$ cat src/hw/rtl/sha256_stream_hasher_top_assert.svh
// Assertion macros used by the top-level RTL file.
`ifndef SHA256_STREAM_HASHER_TOP_ASSERT_SVH
`define SHA256_STREAM_HASHER_TOP_ASSERT_SVH

`ifndef SYNTHESIS
// Implication or plain property, checked at each clock when out of reset.
`define SHA_ASSERT(lbl, clk, rst_n, prop) \
  lbl: assert property (@(posedge clk) disable iff (!rst_n) prop) \
    else $error("sha assertion failed");
// Condition that must never hold.
`define SHA_NEVER(lbl, clk, rst_n, cond) \
  lbl: assert property (@(posedge clk) disable iff (!rst_n) !(cond)) \
    else $error("sha forbidden condition");
`else
`define SHA_ASSERT(lbl, clk, rst_n, prop)
`define SHA_NEVER(lbl, clk, rst_n, cond)
`endif

`endif

$ cat src/hw/rtl/sha_pkg.sv
`timescale 1ns / 1ps
package sha_pkg;

  localparam logic [31:0] ROUND_K [64] = '{
    32'h428a2f98, 32'h71374491, 32'hb5c0fbcf, 32'he9b5dba5,
    32'h3956c25b, 32'h59f111f1, 32'h923f82a4, 32'hab1c5ed5,
    32'hd807aa98, 32'h12835b01, 32'h243185be, 32'h550c7dc3,
    32'h72be5d74, 32'h80deb1fe, 32'h9bdc06a7, 32'hc19bf174,
    32'he49b69c1, 32'hefbe4786, 32'h0fc19dc6, 32'h240ca1cc,
    32'h2de92c6f, 32'h4a7484aa, 32'h5cb0a9dc, 32'h76f988da,
    32'h983e5152, 32'ha831c66d, 32'hb00327c8, 32'hbf597fc7,
    32'hc6e00bf3, 32'hd5a79147, 32'h06ca6351, 32'h14292967,
    32'h27b70a85, 32'h2e1b2138, 32'h4d2c6dfc, 32'h53380d13,
    32'h650a7354, 32'h766a0abb, 32'h81c2c92e, 32'h92722c85,
    32'ha2bfe8a1, 32'ha81a664b, 32'hc24b8b70, 32'hc76c51a3,
    32'hd192e819, 32'hd6990624, 32'hf40e3585, 32'h106aa070,
    32'h19a4c116, 32'h1e376c08, 32'h2748774c, 32'h34b0bcb5,
    32'h391c0cb3, 32'h4ed8aa4a, 32'h5b9cca4f, 32'h682e6ff3,
    32'h748f82ee, 32'h78a5636f, 32'h84c87814, 32'h8cc70208,
    32'h90befffa, 32'ha4506ceb, 32'hbef9a3f7, 32'hc67178f2
  };

  localparam logic [31:0] INIT_H [8] = '{
    32'h6a09e667, 32'hbb67ae85, 32'h3c6ef372, 32'ha54ff53a,
    32'h510e527f, 32'h9b05688c, 32'h1f83d9ab, 32'h5be0cd19
  };

  localparam logic [7:0] PAD_BYTE = 8'h80;
  localparam logic       ACT_ABSORB = 1'b0;
  localparam logic       ACT_FINISH = 1'b1;

  typedef enum logic [4:0] {
    ST_IDLE  = 5'b00001,
    ST_PRIME = 5'b00010,
    ST_ROUND = 5'b00100,
    ST_ADD   = 5'b01000,
    ST_EMIT  = 5'b10000
  } state_t;

  // How the 16 schedule words of the block being compressed are sourced
  typedef struct packed {
    logic [4:0] ram_words;
    logic       has_pad;
    logic       use_len;
  } blk_src_t;

  function automatic logic [31:0] rotr(input logic [31:0] x, input int n);
    rotr = (x >> n) | (x << (32 - n));
  endfunction

  function automatic logic [31:0] big_s0(input logic [31:0] x);
    big_s0 = rotr(x, 2) ^ rotr(x, 13) ^ rotr(x, 22);
  endfunction

  function automatic logic [31:0] big_s1(input logic [31:0] x);
    big_s1 = rotr(x, 6) ^ rotr(x, 11) ^ rotr(x, 25);
  endfunction

  function automatic logic [31:0] sm_s0(input logic [31:0] x);
    sm_s0 = rotr(x, 7) ^ rotr(x, 18) ^ (x >> 3);
  endfunction

  function automatic logic [31:0] sm_s1(input logic [31:0] x);
    sm_s1 = rotr(x, 17) ^ rotr(x, 19) ^ (x >> 10);
  endfunction

endpackage

$ cat src/hw/rtl/sha256_stream_hasher_top.sv
`timescale 1ns / 1ps
// Channel | Dir | Ports                                         | Request
// in      | in  | in_valid in_stall in_action in_data_byte      | absorb byte / finish
// out     | out | out_valid out_stall out_digest_index          | one digest word
//         |     | out_digest_word out_digest_last               |
// An absorb byte is taken while idle; the 64th byte of a block starts its compression.
// Finish compresses the padded last block (two blocks when fill is above 55), then emits 8 output words.
// Compression is one round per cycle, words streamed from the block RAM.
// Synchronous active-low reset clears control and length state and loads the initial chaining value.
// in_stall is high whenever the block is compressing or emitting; out_stall holds words.
`include "sha256_stream_hasher_top_assert.svh"
module sha256_stream_hasher_top
  import sha_pkg::*;
(
  input  logic        clk,
  input  logic        rst_n,
  input  logic        in_valid,
  output logic        in_stall,
  input  logic        in_action,
  input  logic [7:0]  in_data_byte,
  output logic        out_valid,
  input  logic        out_stall,
  output logic [2:0]  out_digest_index,
  output logic [31:0] out_digest_word,
  output logic        out_digest_last
);

  state_t      state_r, state_nxt;
  logic [31:0] chain_r [8];
  logic [31:0] chain_nxt [8];
  logic [31:0] v_r [8];
  logic [31:0] v_nxt [8];
  logic [31:0] w_r [16];
  logic [31:0] w_nxt [16];
  logic [5:0]  fill_r, fill_nxt;
  logic [63:0] bits_r, bits_nxt;
  logic [31:0] acc_r, acc_nxt;
  logic [31:0] padw_r, padw_nxt;
  logic [5:0]  rnd_r, rnd_nxt;
  logic [2:0]  idx_r, idx_nxt;
  blk_src_t    src_r, src_nxt;
  logic        second_r, second_nxt;
  logic        finish_r, finish_nxt;

  logic        in_acc, out_acc;
  logic        ram_we;
  logic [3:0]  ram_waddr, ram_raddr;
  logic [31:0] ram_wdata, ram_rdata;
  logic [31:0] sched_w, load_w, cur_w, t1, t2;
  logic [31:0] pad_word;

  assign in_acc  = in_valid && !in_stall;
  assign out_acc = out_valid && !out_stall;
  assign in_stall  = (state_r != ST_IDLE);
  assign out_valid = (state_r == ST_EMIT);
  assign out_digest_index = idx_r;
  assign out_digest_word  = chain_r[idx_r];
  assign out_digest_last  = (idx_r == 3'd7);

  sha_ram #(.Width(32), .Depth(16)) u_blk (
    .clk     (clk),
    .wr_en   (ram_we),
    .wr_addr (ram_waddr),
    .wr_data (ram_wdata),
    .rd_addr (ram_raddr),
    .rd_data (ram_rdata)
  );

  // byte packing: a word goes to RAM when its fourth byte arrives
  assign ram_we    = in_acc && (in_action == ACT_ABSORB) && (fill_r[1:0] == 2'd3);
  assign ram_waddr = fill_r[5:2];
  assign ram_wdata = {acc_r[31:8], in_data_byte};
  assign ram_raddr = (state_r == ST_ROUND) ? (rnd_r[3:0] + 4'd1) : 4'd0;

  // pad word: bytes so far in the word, then 0x80, then zeros
  always_comb begin
    case (fill_r[1:0])
      2'd0:    pad_word = {PAD_BYTE, 24'h0};
      2'd1:    pad_word = {acc_r[31:24], PAD_BYTE, 16'h0};
      2'd2:    pad_word = {acc_r[31:16], PAD_BYTE, 8'h0};
      default: pad_word = {acc_r[31:8], PAD_BYTE};
    endcase
  end

  // source of the first sixteen words
  always_comb begin
    if ({1'b0, rnd_r[3:0]} < src_r.ram_words) begin
      load_w = ram_rdata;
    end else if (src_r.has_pad && ({1'b0, rnd_r[3:0]} == src_r.ram_words)) begin
      load_w = padw_r;
    end else begin
      load_w = 32'h0;
    end
    if (src_r.use_len && (rnd_r[3:0] == 4'd14)) begin
      load_w = bits_r[63:32];
    end else if (src_r.use_len && (rnd_r[3:0] == 4'd15)) begin
      load_w = bits_r[31:0];
    end
  end

  // schedule expansion and round
  assign sched_w = w_r[0] + sm_s0(w_r[1]) + w_r[9] + sm_s1(w_r[14]);
  assign cur_w   = (rnd_r < 6'd16) ? load_w : sched_w;
  assign t1 = v_r[7] + big_s1(v_r[4]) + ((v_r[4] & v_r[5]) ^ (~v_r[4] & v_r[6]))
            + ROUND_K[rnd_r] + cur_w;
  assign t2 = big_s0(v_r[0])
            + ((v_r[0] & v_r[1]) ^ (v_r[0] & v_r[2]) ^ (v_r[1] & v_r[2]));

  // control and datapath next state
  always_comb begin
    state_nxt  = state_r;
    chain_nxt  = chain_r;
    v_nxt      = v_r;
    w_nxt      = w_r;
    fill_nxt   = fill_r;
    bits_nxt   = bits_r;
    acc_nxt    = acc_r;
    padw_nxt   = padw_r;
    rnd_nxt    = rnd_r;
    idx_nxt    = idx_r;
    src_nxt    = src_r;
    second_nxt = second_r;
    finish_nxt = finish_r;
    case (state_r)
      ST_IDLE: begin
        if (in_acc && (in_action == ACT_ABSORB)) begin
          case (fill_r[1:0])
            2'd0:    acc_nxt[31:24] = in_data_byte;
            2'd1:    acc_nxt[23:16] = in_data_byte;
            2'd2:    acc_nxt[15:8]  = in_data_byte;
            default: acc_nxt[7:0]   = in_data_byte;
          endcase
          fill_nxt = fill_r + 6'd1;
          bits_nxt = bits_r + 64'd8;
          if (fill_r == 6'd63) begin
            src_nxt   = '{ram_words: 5'd16, has_pad: 1'b0, use_len: 1'b0};
            state_nxt = ST_PRIME;
          end
        end else if (in_acc) begin
          padw_nxt   = pad_word;
          src_nxt    = '{ram_words: {1'b0, fill_r[5:2]}, has_pad: 1'b1,
                         use_len: (fill_r <= 6'd55)};
          second_nxt = (fill_r > 6'd55);
          finish_nxt = 1'b1;
          state_nxt  = ST_PRIME;
        end
      end
      ST_PRIME: begin
        v_nxt     = chain_r;
        rnd_nxt   = 6'd0;
        state_nxt = ST_ROUND;
      end
      ST_ROUND: begin
        for (int i = 0; i < 15; i++) begin
          w_nxt[i] = w_r[i+1];
        end
        w_nxt[15] = cur_w;
        v_nxt[7] = v_r[6];
        v_nxt[6] = v_r[5];
        v_nxt[5] = v_r[4];
        v_nxt[4] = v_r[3] + t1;
        v_nxt[3] = v_r[2];
        v_nxt[2] = v_r[1];
        v_nxt[1] = v_r[0];
        v_nxt[0] = t1 + t2;
        rnd_nxt  = rnd_r + 6'd1;
        if (rnd_r == 6'd63) begin
          state_nxt = ST_ADD;
        end
      end
      ST_ADD: begin
        for (int i = 0; i < 8; i++) begin
          chain_nxt[i] = chain_r[i] + v_r[i];
        end
        if (second_r) begin
          second_nxt = 1'b0;
          src_nxt    = '{ram_words: 5'd0, has_pad: 1'b0, use_len: 1'b1};
          state_nxt  = ST_PRIME;
        end else if (finish_r) begin
          idx_nxt   = 3'd0;
          state_nxt = ST_EMIT;
        end else begin
          state_nxt = ST_IDLE;
        end
      end
      ST_EMIT: begin
        if (out_acc) begin
          idx_nxt = idx_r + 3'd1;
          if (idx_r == 3'd7) begin
            chain_nxt  = INIT_H;
            fill_nxt   = 6'd0;
            bits_nxt   = 64'd0;
            finish_nxt = 1'b0;
            state_nxt  = ST_IDLE;
          end
        end
      end
      default: state_nxt = ST_IDLE;
    endcase
  end

  // control and chaining registers
  always_ff @(posedge clk) begin
    if (!rst_n) begin
      state_r  <= ST_IDLE;
      chain_r  <= INIT_H;
      fill_r   <= 6'd0;
      bits_r   <= 64'd0;
      rnd_r    <= 6'd0;
      idx_r    <= 3'd0;
      second_r <= 1'b0;
      finish_r <= 1'b0;
    end else begin
      state_r  <= state_nxt;
      chain_r  <= chain_nxt;
      fill_r   <= fill_nxt;
      bits_r   <= bits_nxt;
      rnd_r    <= rnd_nxt;
      idx_r    <= idx_nxt;
      second_r <= second_nxt;
      finish_r <= finish_nxt;
    end
  end

  // working payload
  always_ff @(posedge clk) begin
    v_r    <= v_nxt;
    w_r    <= w_nxt;
    acc_r  <= acc_nxt;
    padw_r <= padw_nxt;
    src_r  <= src_nxt;
  end

  `SHA_NEVER(a_no_in_while_out, clk, rst_n, out_valid && in_acc)
  `SHA_ASSERT(a_add_after_last_round, clk, rst_n, (state_r == ST_ADD) |-> ($past(rnd_r) == 6'd63))
  `SHA_ASSERT(a_clear_after_last, clk, rst_n, (out_acc && out_digest_last) |=> (fill_r == 6'd0 && bits_r == 64'd0))
  `SHA_NEVER(a_second_only_finishing, clk, rst_n, second_r && !finish_r)

endmodule

$ cat src/hw/rtl/sha_ram.sv
`timescale 1ns / 1ps
module sha_ram #(
  parameter int Width = 32,
  parameter int Depth = 16
) (
  input  logic                     clk,
  input  logic                     wr_en,
  input  logic [$clog2(Depth)-1:0] wr_addr,
  input  logic [Width-1:0]         wr_data,
  input  logic [$clog2(Depth)-1:0] rd_addr,
  output logic [Width-1:0]         rd_data
);

  logic [Width-1:0] mem [Depth];

  // one write, one registered read per cycle
  always_ff @(posedge clk) begin
    if (wr_en) begin
      mem[wr_addr] <= wr_data;
    end
    rd_data <= mem[rd_addr];
  end

endmodule
$ cat config.mk
export PLATFORM = sky130hd
export DESIGN_NAME = sha256_stream_hasher_top
export DESIGN_NICKNAME = d
export VERILOG_FILES = /design/src/hw/rtl/sha_pkg.sv /design/src/hw/rtl/sha256_stream_hasher_top.sv /design/src/hw/rtl/sha_ram.sv
export VERILOG_INCLUDE_DIRS = /design/src /design/src/hw/rtl
export SDC_FILE = /design/constraint.sdc
export NUM_CORES = 2
export LEC_CHECK = 0
export ABC_AREA = 0
export BUFFER_PORTS_ARGS = -buffer_cell sky130_fd_sc_hd__clkbuf_2
export CORE_MARGIN = 2
export CORE_UTILIZATION = 64
export DETAILED_ROUTE_END_ITERATION = 16
export PLACE_DENSITY = 0.8
export SETUP_SLACK_MARGIN = 0.3
export SYNTH_ARGS = -nofsm -noshare
export SYNTH_HDL_FRONTEND = slang
export SYNTH_HIERARCHICAL = 1
export SYNTH_SLANG_ARGS = --single-unit
export TNS_END_PERCENT = 50
$ cat constraint.sdc
create_clock -name clk -period 19.1 [get_ports clk]
set_clock_uncertainty 0.1 [all_clocks]
set_input_delay 3.82 -clock clk [delete_from_list [all_inputs] [get_ports clk]]
set_output_delay 3.82 -clock clk [all_outputs]
set_load 0.02 [all_outputs]
## Word-level counts from Yosys, hierarchy flattened

Memories as Yosys holds them, arrays and structs flattened. A register that Yosys moved wholly into a read port is not among the register bits.
Index checks and enable logic that the tools add are counted.

- $add $sub $neg: 23
- Order comparisons: 6
- Equal/unequal tests: 26
- Muxes and demuxes: 53
- Bitwise gates (word level): 31
- Reductions and logical operators: 25

Operators with widths:

| kind | count |
|---|---|
| $pmux W256 S2 | 2 |
| $add A32 B32 Y32 | 18 |
| $mux W256 | 2 |
| $mux W32 | 9 |
| $xor A32 B32 Y32 | 9 |
| $mux W64 | 3 |
| $and A32 B32 Y32 | 5 |
| $pmux W64 S2 | 1 |
| $bmux W32 S3 | 1 |
| $pmux W32 S3 | 1 |
| $add A64 B4 Y64 const B | 1 |
| $mux W5 | 8 |
| $not A32 Y32 | 1 |
| $or A10 B32 Y32 | 1 |
| $or A13 B32 Y32 | 1 |
| $or A14 B32 Y32 | 1 |
| $or A15 B32 Y32 | 1 |
| $or A19 B32 Y32 | 1 |
| $or A21 B32 Y32 | 1 |
| $or A25 B32 Y32 | 1 |
| $or A26 B32 Y32 | 1 |
| $or A30 B32 Y32 | 1 |
| $or A7 B32 Y32 | 1 |
| $xor A32 B22 Y32 | 1 |
| 45 further kinds | 92 |

- Register bits: 1,173
- Bits in writable memories: 512
- ROM bits: 2,048
- Input port bits: 13
- Output and inout bits: 38
- Word-level logic and storage cells: 212
- Memories kept: 2

Memory list:

| name | depth | bits a word | rd ports | clocked after Yosys merged registers in | wr ports | line | RTL |
|---|---|---|---|---|---|---|---|
| (no name shown) | 64 | 32 | 1 | 0 | 0 | sha256_stream_hasher_top.sv:105 | `+ ROUND_K[rnd_r] + cur_w;` |
| u_blk.mem | 16 | 32 | 1 | 1 | 1 | sha_ram.sv:14 | `logic [Width-1:0] mem [Depth];` |

## Longest topological paths before layout

- Word-level depth: 10
- Gate-level depth with buffers: 51
- Gate-level depth less buffers: 51

## Modules after synthesis

Netlist, hierarchy kept.

By module, submodules not included:

| module | times used | cells an instance | area each (um^2) | seq. area each (um^2) |
|---|---|---|---|---|
| sha256_stream_hasher_top | 1 | 7,147 | 71,402.2 | 31,530.2 |
| sha_ram | 1 | 838 | 19,835.3 | 16,015.4 |

## Worst setup path after synthesis

No wires, ideal clock.

- Path kind: flip-flop to flip-flop
- Start: register state_r[4]
- End: register w_r[0] (netlist name) (enable)
- Library setup time: 1,074 ps
- Data arrival time: 15,138 ps
- Data required time: 17,926 ps
- Setup slack: 2,789 ps
- Cell stages (with the launch flop): 7
- Period minus slack after synthesis: 16,311 ps
- Cell sequence: dfxtp_1 > nor2_1 > nand4bb_1 > clkbuf_1 > inv_1 > clkbuf_1 > buf_1

- Cells in the longest elaborated chain, start to end: 1

RTL lines:

| item | line | RTL |
|---|---|---|
| from (decl) | sha256_stream_hasher_top.sv:28 | `state_t state_r, state_nxt;` |
| from (signal assigned) | sha256_stream_hasher_top.sv:214 | `state_r <= state_nxt;` |
| $eq A5 B3 Y1 | sha256_stream_hasher_top.sv:124 | `case (state_r)` |
| to (signal assigned) | sha256_stream_hasher_top.sv:228 | `w_r <= w_nxt;` |
| to (decl) | sha256_stream_hasher_top.sv:33 | `logic [31:0] w_r [16];` |

Every way passes these cells.
A chain may end at the register's enable or synchronous reset.

==> summary.txt <==
CTS
  • Root Buffer: clkbuf_16
  • Clk sinks: 1707
  • Post-CTS Repair Setup Buffers: 0
  • Clock slew at reported path FFs: 0.06 ns
  • H-Tree Depth: 4
  • Clock tree buffer depth: 3
  • Hold-fix buffers, CTS: 0
  • Post-CTS Resized: 0
  • TritonCTS Buffers: 174
  • CTS tree: yes
  • Worst-Skew Late Latency: 0.88 ns

Detailed routing
  • Vias per std cell: 6.68
  • Post-DRT Antenna Nets: 0
  • Number of iterations in the first detailed-routing pass: 6
  • # DRC: 0
  • 1st-iter DRT viols: 9695
  • Wire per inst: 28.4 um
  • Total Wirelength: 284000 um
  • Routed via count: 66800

Synth
  • Share of the synthesized area in the top cell type: 44.0%
  • Primary FF master, synth: edfxtp_1
  • Synth warn: 6
  • Synth area leader: edfxtp_1
  • Number of synthesized flops with an enable pin: 1336
  • Synth cell types: 102
  • Fraction of registers with async set/reset: 0%
  • Cell area after synthesis: 91200 um^2
  • Synthesized flop and latch total: 1707
  • Synth Instances: 7985
  • Syn_nets: 8613
  • Post-Syn Area per Cell: 11.4 um^2
  • Ranking of synthesized cells by area: edfxtp_1 (44%), dfxtp_1 (8.1%), ha_1 (5.7%)
  • Seq/Total Area, Yosys: 52.1%

Placed design
  • Dpl cells: 9669
  • Hpwl dp: 191000 um
  • Port bufs: 50
  • Placed instance area: 93500 um^2
  • RePlAce Congestion: 1.02
  • Pre-CTS setup slack: 7.72 ns

Layout
  • Fin area: 99600 um^2
  • Non-filler instance count after layout: 9998
  • Multi-input gate area: 40500 um^2
  • Register Area: 47600 um^2
  • Layout cells sized above 1: 9.76%
  • Fillers: 9752
  • Final #Nets: 8583
  • Synth-to-Final Area Change: 9.16%

Floorplanning
  • Core area: 142000 um^2
  • Die Y: 382 um
  • Starting density of the core: 64.4%
  • Die Wd: 382 um
  • Row count: 138
  • Die Footprint: 146000 um^2
  • Top-Level Pins: 51

Critical path
  • Setup CP Type: reg2reg
  • Critical-path top delay cell: fa_1
  • Worst setup SP type: flip-flop
  • Critical path arrival: 12.03 ns
  • Worst Setup End Kind: flip-flop
  • CP max FO: 6
  • Worst EP required: 19.58 ns
  • Largest stage delay on the critical path: 0.52 ns

GRT
  • Congestion Overflow GR: 0
  • Tot GR Track Use: 38.8%
  • Vias in the first global route: 64500
  • First-pass GRT wire length: 420000 um
  • Largest net degree at the start of global routing: 97
  • Initial antenna violation count: 13

Power
  • Final Total Pwr: 0.0131 W
  • P_sw: 0.00491 W
  • Combinational power share: 40.8%
  • Switching share of power: 37.6%
  • Maximum VDD drop: 206 uV
  • Reg power frac: 31.6%
  • Clock power frac: 27.6%
  • Leak: 37.5 nW
  • Power Dens Cells: 131 nW/um^2
  • P_int: 0.00814 W

STA
  • Period utilization: 60.4%
  • # setup viols final: 0
  • Final WS setup: 7.56 ns
  • Slew @ Worst Pin: 1.37 ns
  • Slew headroom: 8.22%
  • Setup_tns: 0 ns
  • Slew Viols, Final: 0
  • Hold Fails Final Rpt: 0
  • Unrepaired setup endpoints after global routing: no
  • Tmin final: 11.54 ns
  • Max Clk Rate: 86.6 MHz

Status
  • Run status: completed

Hold path
  • Hold Path Class: reg2reg

Job
  • MaxCap Viol Count: 0
==> cell type report <==
| cell class | count | area share (%) |
|---|---|---|
| clock inverters | 104 | 1.33 |
| well taps | 1890 | 2.37 |
| diodes | 1 | 0.00251 |
| repair buffers | 158 | 1.08 |
| flip-flops and latches | 1707 | 47.8 |
| multi-input cells | 5373 | 40.6 |
| inverters | 541 | 2.06 |
| clock buffers | 224 | 4.75 |
==> cell usage in the layout, fill, tap and decap left out, drive strengths merged, types with 256 or more instances in the layout <==
| cell type | instances |
|---|---|
| a21oi | 451 |
| clkbuf | 273 |
| dfxtp | 371 |
| edfxtp | 1336 |
| ha | 418 |
| inv | 543 |
| nand2 | 1095 |
| nor2 | 460 |
| o21ai | 412 |
| xnor2 | 358 |
| xor2 | 256 |
==> layer usage <==
metal	up-vias	wire length, um	track usage (%)
met2	4525	125000	57.6
met5	-	85	0
met1	32800	111000	55.4
met4	12	13600	16.3
li1	28600	-	-
met3	823	35100	9.05
==> logic make-up (layout without fill, tap and decap cells) <==
| logic type | Yosys count | after routing | share of synthesized area (%) |
|---|---|---|---|
| flops | 1707 | 1707 | 52.1 |
| fa+ha+maj | 620 | 620 | 10.1 |
| compound gates | 1723 | 1723 | 12.0 |
| simple gates | 2132 | 2132 | 10.2 |
| xor+xnor | 615 | 615 | 5.93 |
| mux | 283 | 283 | 5.89 |
| other cells | 0 | 1 | 0 |
| buf+inv | 905 | 1027 | 3.78 |
==> path summary, 6_finish.rpt <==
check / from / endpoint / slack, ns / depth (start not counted)
setup / recovery: w_r[457] / v_r[255] / 7.56 / 47
hold reg to reg: w_r[68] / w_r[100] / 0.27 / 0
setup reg to reg: w_r[457] / v_r[255] / 7.56 / 47
hold / removal: w_r[68] / w_r[100] / 0.27 / 0
==> power groups by stage <==
stage / Combinational (W) / Sequential (W) / Clock (W)
2_1_floorplan: 0.00382 / 0.00417 / 0
3_3_place_gp: 0.00509 / 0.00419 / 0
3_5_place_dp: 0.00512 / 0.00419 / 0
4_1_cts: 0.00519 / 0.00412 / 0.00363
5_1_grt: 0.00583 / 0.00412 / 0.00375
6_report: 0.00533 / 0.00412 / 0.00360
==> synthesized netlist by cell type (all sizes together), types with 40 or more instances <==
library cell and count:
o21bai 45, ha 418, xnor2 358, mux4 196
o22ai 101, o21a 55, nor2 460, nand3 136
or3 50, nor3 75, and2 44, a22oi 139
inv 538, xor2 256, nand4 40, edfxtp 1336
nand2b 62, a211oi 50, a31oi 48, buf 61
nand2 1095, o21ai 412, mux2 66, nor2b 55
clkbuf 303, a21oi 451, a21o 191, fa 197
dfxtp 371, and3 55
==> sequential cells by signal (all words and copies together) (netlist names) <==
| register | flops |
|---|---|
| chain_r | 256 |
| u_blk/mem | 512 |
| bits_r | 61 |
| fill_r | 6 |
| second_r | 1 |
| w_r | 512 |
| rnd_r | 6 |
| finish_r | 1 |
| state_r | 5 |
| src_r | 7 |
| out_digest_index | 3 |
| v_r | 256 |
| u_blk/rd_data | 32 |
| padw_r | 25 |
| acc_r | 24 |
==> per-stage QoR <==
| step | util [%] | hold WS, ns |
|---|---|---|
| floorplan | - | 0.300 |
| global placement | 66.1 | 0.300 |
| detailed placement | 66.1 | 0.305 |
| CTS | 70.3 | 0.256 |
| global route | 70.3 | 0.270 |
| finish | 70.3 | 0.270 |
==> worst max-delay path, delay by kind of cell, from the launching register on <==
kind                     cells  cell delay, ns
flip-flops                   1            0.48
multiplexers                 1            0.27
adder cells (fa/ha/maj)      9            4.02
AO/OA/AOI/OAI               17            3.19
buffers and inverters        6            0.35
XOR/XNOR                     5            1.29
AND/OR/NAND/NOR              9            1.55
Power figures use the tool's default switching activity.
